**config.mk**
```make
export PLATFORM = sky130hd
export DESIGN_NAME = rmw_lane
export DESIGN_NICKNAME = d
export VERILOG_FILES = /design/src/hdl/rmw_pkg.sv /design/src/hdl/rmw_lane.sv
export SDC_FILE = /design/constraint.sdc
export NUM_CORES = 2
export LEC_CHECK = 0
export ABC_AREA = 1
export ABC_CLOCK_PERIOD_IN_PS = 6500
export BUFFER_PORTS_ARGS = -buffer_cell sky130_fd_sc_hd__buf_2
export CAP_MARGIN = 20
export CORE_MARGIN = 5
export CORE_UTILIZATION = 60
export CTS_CLUSTER_SIZE = 10
export DETAILED_ROUTE_END_ITERATION = 7
export PLACE_DENSITY = 0.8
export SLEW_MARGIN = 40
export SYNTH_ARGS = -nofsm -noshare
export SYNTH_HDL_FRONTEND = slang
export SYNTH_SLANG_ARGS = --single-unit
```
**constraint.sdc**
```tcl
create_clock -name clk -period 6.5 [get_ports clk]
set_input_delay 1.3 -clock clk [delete_from_list [all_inputs] [get_ports clk]]
set_output_delay 1.3 -clock clk [all_outputs]
set_load 0.05 [all_outputs]
```
**src/hdl/rmw_pkg.sv**
```systemverilog
// ----------------------------------------------------------------------------
// rmw_pkg
// Shared types, register indexes, constants and the sine table generator for
// the multi-wave ring modulator.
// ----------------------------------------------------------------------------
package rmw_pkg;

	localparam int SAMPLE_W = 16;
	localparam int MIX_W = 16;
	localparam int CFG_IDX_W = 8;
	localparam int CFG_DATA_W = 32;

	localparam int PHASE_BITS_DEF = 32;
	localparam int SINE_ENTRIES_DEF = 1024;

	localparam logic [MIX_W-1:0] MIX_ONE = 16'h8000;
	localparam logic [CFG_DATA_W-1:0] STEP_RESET = 32'd39370534;

	localparam logic [CFG_IDX_W-1:0] REG_PHASE_STEP = 8'd0;
	localparam logic [CFG_IDX_W-1:0] REG_NEXT_SHAPE = 8'd1;
	localparam logic [CFG_IDX_W-1:0] REG_WET_MIX = 8'd2;

	typedef enum logic [1:0] {
		SHAPE_SINE = 2'd0,
		SHAPE_SAW = 2'd1,
		SHAPE_SQUARE = 2'd2,
		SHAPE_TRIANGLE = 2'd3
	} shape_t;

	typedef struct packed {
		logic signed [SAMPLE_W-1:0] left_in;
		logic signed [SAMPLE_W-1:0] right_in;
	} sample_t;

	typedef struct packed {
		logic signed [SAMPLE_W-1:0] left_out;
		logic signed [SAMPLE_W-1:0] right_out;
		logic signed [SAMPLE_W-1:0] carrier_sample;
	} result_t;

	// What every lane needs besides its own dry sample.
	typedef struct packed {
		logic signed [SAMPLE_W-1:0] carrier;
		logic [MIX_W-1:0] mix;
		logic [MIX_W-1:0] mix_inv;
	} lane_ctl_t;

	localparam longint Q30 = 64'sd1073741824;
	localparam longint C1 = 64'sd1686629713;
	localparam longint C3 = -64'sd693598668;
	localparam longint C5 = 64'sd85569306;
	localparam longint C7 = -64'sd5026995;
	localparam longint C9 = 64'sd172272;
	localparam longint FULL_M1 = (64'sd1 <<< (SAMPLE_W - 1)) - 64'sd1;

	// Quarter-wave sine entry from an odd Q30 polynomial. The entry count is
	// a power of two, so the Q30 angle is the index shifted left by shl.
	// Divisions truncate toward zero, as the fixed-point recipe requires.
	function automatic logic [SAMPLE_W-2:0] sine_entry(input int idx, input int shl);
		longint x;
		longint x2;
		longint t;
		longint y;
		x = longint'(idx) <<< shl;
		x2 = (x * x) / Q30;
		t = C9;
		t = C7 + (t * x2) / Q30;
		t = C5 + (t * x2) / Q30;
		t = C3 + (t * x2) / Q30;
		t = C1 + (t * x2) / Q30;
		y = (t * x) / Q30;
		if (y < 0) begin
			y = 0;
		end
		y = (y * FULL_M1 + Q30 / 2) / Q30;
		if (y > FULL_M1) begin
			y = FULL_M1;
		end
		return y[SAMPLE_W-2:0];
	endfunction

endpackage

```
**src/hdl/rmw_lane.sv**
```systemverilog
// ----------------------------------------------------------------------------
// rmw_lane
// One channel: ring product, dry/wet blend, rounding and saturation.
// Two pipeline stages; the result is combinational off the second.
// ----------------------------------------------------------------------------
module rmw_lane (
	input logic clk,
	input logic en,
	input logic signed [rmw_pkg::SAMPLE_W-1:0] dry,
	input rmw_pkg::lane_ctl_t ctl,
	output logic signed [rmw_pkg::SAMPLE_W-1:0] sample_out
);
	import rmw_pkg::*;

	localparam int SW = SAMPLE_W;
	localparam int PW = 2 * SW;
	localparam int DW = SW + MIX_W + 1;
	localparam int AW = 2 * SW + MIX_W;
	localparam int RS = SW - 1 + MIX_W - 1;
	localparam int OW = AW - RS;

	localparam logic signed [AW-1:0] HALF = AW'(1) <<< (RS - 1);
	localparam logic signed [OW-1:0] HI = OW'((1 << (SW - 1)) - 1);
	localparam logic signed [OW-1:0] LO = -HI - OW'(1);

	logic signed [PW-1:0] wet_s4;
	logic signed [DW-1:0] dw_s4;
	logic [MIX_W-1:0] mix_s4;
	logic signed [AW-1:0] acc_s5;
	logic signed [AW-1:0] rnd;
	logic signed [OW-1:0] shifted;

	always_ff @(posedge clk) begin
		if (en) begin
			wet_s4 <= dry * ctl.carrier;
			dw_s4 <= dry * $signed({1'b0, ctl.mix_inv});
			mix_s4 <= ctl.mix;
		end
	end

	// The dry term is scaled up by full scale so both terms share one binary point.
	always_ff @(posedge clk) begin
		if (en) begin
			acc_s5 <= (AW'(dw_s4) <<< (SW - 1)) + AW'(wet_s4) * $signed({1'b0, mix_s4});
		end
	end

	assign rnd = acc_s5 + HALF;
	assign shifted = $signed(rnd[AW-1:RS]);

	always_comb begin
		if (shifted > HI) begin
			sample_out = HI[SW-1:0];
		end else if (shifted < LO) begin
			sample_out = LO[SW-1:0];
		end else begin
			sample_out = shifted[SW-1:0];
		end
	end

endmodule

```
==> flow_summary.ini <==
[status]
status = complete, no violations

[route]
routedWlPerCell_um = 15.8
ant_nets = 0
drtIter0Drc = 2383
drt_wl_total_um = 107000
drt_first_pass_iters = 6
num_vias = 34700
via_per_inst = 5.12
drc = 0

[critical_path]
r2r_start = wet_s4[29]
path_cells = buf_2, buf_4, nand2_1, inv_1, fa_1, fa_1, ha_1, inv_1, fa_1, inv_1, fa_1, inv_1, fa_1, inv_1, ha_1, nand2_1, o21ai_0, a21oi_1, o21bai_1, nand2_1, nand4_1, nand2_1
end_kind = flip-flop
rrSetupSlack_ns = 0.37
crit_buf_inv = 7
crit_arrival_ns = 6.41
cp-start-kind = input pin
critPathMaxFanout = 18
max_stage_delay_ns = 0.52
critPathTopFamily = adder cells
crit_type = in2reg
required_ns = 6.66
r2r_cells = 20
crit_path_top_delay_cell = fa_1
rr_endpoint = acc_s5[44]

[yosys]
netlist_top_cells_area = fa_1, inv_1, nand2_1, ha_1, edfxtp_1
synth.avg_cell_area_sq_um = 7.77
netlist_instances = 5651
synth.most_common_cell = inv_1
syn_area_sq_um = 43900
syn_nets = 7026
synth.distinct_cells = 38
ys_warn_count = 0
synth-main-ff-cell = edfxtp_1
ys_seq_area_share_pct = 6.84
synthArstFlopShare_pct = 0
synth_edf_count = 100
ys_ff_latch = 100
synth_top_area_share_pct = 44.7
synthTopCellsByCount = inv_1, nand2_1, fa_1
yosysTopAreaCell = fa_1

[die]
dieArea_sq_um = 78700
initial_core_util_pct = 60.4
fp.dieW_um = 281
ioPinCount = 82
coreArea_sq_um = 72700
die_height_um = 281
fp-row-count = 99

[clock_tree]
numCtsBuffers = 9
htreeDepth = 3
cts_tree = done
clock_sinks = 100
cts_setup_buffers = 0
hold_buffers = 0
clockBufferDepth = 2
clk_pin_slew_worst_paths_ns = 0.09
insertion_delay_ns = 0.41
root_buffer = clkbuf_16

[sta]
worst_pin_slew_ns = 0.855
finalCritPeriodShare_pct = 96.2
hold_viol_final = 0
fin_skew_ns = 0.0255
setup_violations = 0
finalMaxSlewViolations = 0
fmax_ghz = 0.160
fin_crit_ns = 6.25
tns_ns = 0
rsz0062_at_grt = false
max_slew_margin_pct = 43.0

[job]
maxCapViolCount = 0

[finish]
fill_cells = 5921
drive_above_1_share_pct = 7.26
area_growth_pct = 7.86
nets = 7186
fin_cells = 6777

[place]
port_buffers = 81
hpwl_um = 94300
placed_cells = 6759
routabilityCongestion = 0.966

[worst_hold_path]
min_path_type = in2reg
hold_start = ctl[17]
min_path_cells = 1
holdPathEnd = mix_s4[1]

[global_routing]
grt_overflow = 0
grt_antenna_before_repair = 5
grt_pass1_wl_um = 183000
grt_pass1_vias = 38300
grt_usage_pct = 28.7
grt_start_max_net_pins = 60
[sequential cells by signal, indices dropped and copies added, names as in the netlist]
name	count
dw_s4	33
wet_s4	32
acc_s5	19
mix_s4	16
[final cells by class]
cell class	instances	area (sq um)	share of cell area, %
sequential	100	3000	6.34
tap	959	1200	2.53
multi-input combinational	3400	32800	69.3
antenna	2	5.00	0.0106
timing repair buffer	366	2780	5.86
clock buffer	10	229	0.483
clock inverter	6	63.8	0.135
inverter	1934	7260	15.3
[worst max path at each step]
stage	cells past startpoint	slack [ns]	endpoint	start
finish	22	0.25	wet_s4[29]	dry[3]
global route	21	0.005	wet_s4[25]	dry[15]
CTS	19	0.17	dw_s4[32]	dry[15]
detailed placement	19	-0.27	dw_s4[32]	dry[15]
global placement	19	-0.14	dw_s4[32]	dry[15]
floorplan	21	-0.02	wet_s4[27]	ctl[37]
[logic make-up after synthesis]
logic type,Yosys count,synth area share [%]
AND/OR/NAND/NOR,1781,16.1
flip-flops,100,6.84
buffers and inverters,2151,18.4
XOR/XNOR,92,1.85
AO/OA/AOI/OAI,218,2.75
adder cells (fa/ha/maj),1309,54.1
[cells in the final DEF (no fill, tap or decap), types with 2 or more instances in the layout]
cell,instances
a21boi_0,7
a21o_1,16
a21oi_1,105
a21oi_2,2
a31oi_1,4
buf_12,17
buf_2,76
buf_4,268
buf_6,2
clkbuf_16,9
clkbuf_4,3
diode_2,2
edfxtp_1,100
fa_1,978
fa_2,2
ha_1,329
inv_1,1933
nand2_1,1406
nand2_2,11
nand3_1,92
nand3_2,2
nand3b_1,3
nand4_1,36
nand4_2,2
nor2_1,183
nor2_2,3
nor3_1,18
nor4_1,4
o211ai_1,2
o21ai_0,62
o21bai_1,17
or2_2,17
xnor2_1,32
xor2_1,59
[layer usage]
| metal | routed length, um | vias to the layer above | global-route usage [%] | part of all wire (%) |
|---|---|---|---|---|
| li1 | - | 16100 | - | - |
| met1 | 42100 | 17000 | 36.1 | 39 |
| met2 | 53200 | 1349 | 50.6 | 50 |
| met3 | 7900 | 305 | 4.42 | 7.4 |
| met4 | 4140 | 2 | 10.5 | 3.9 |
| met5 | 13 | - | 0 | 0.012 |
[metrics by stage]
step	hold WS (ns)	worst slack, ns	utilization [%]	instance area (sq um)
after floorplan	0.935	-0.0203	-	43900
after global placement	1.17	-0.137	64.7	47000
after detailed placement	1.20	-0.267	64.7	47000
after CTS	1.04	0.173	65.1	47300
after global routing	1.05	0.00474	65.1	47400
final	1.06	0.249	65.1	47400
[what timing repair did]
action,4_1_cts,5_1_grt
gates resized for setup,0,9
endpoints found under the setup margin,0,24
hold endpoints to repair,0,0
Power is not shown: default switching activity piles up to over one toggle a cycle in this logic, so the estimate is an artifact.
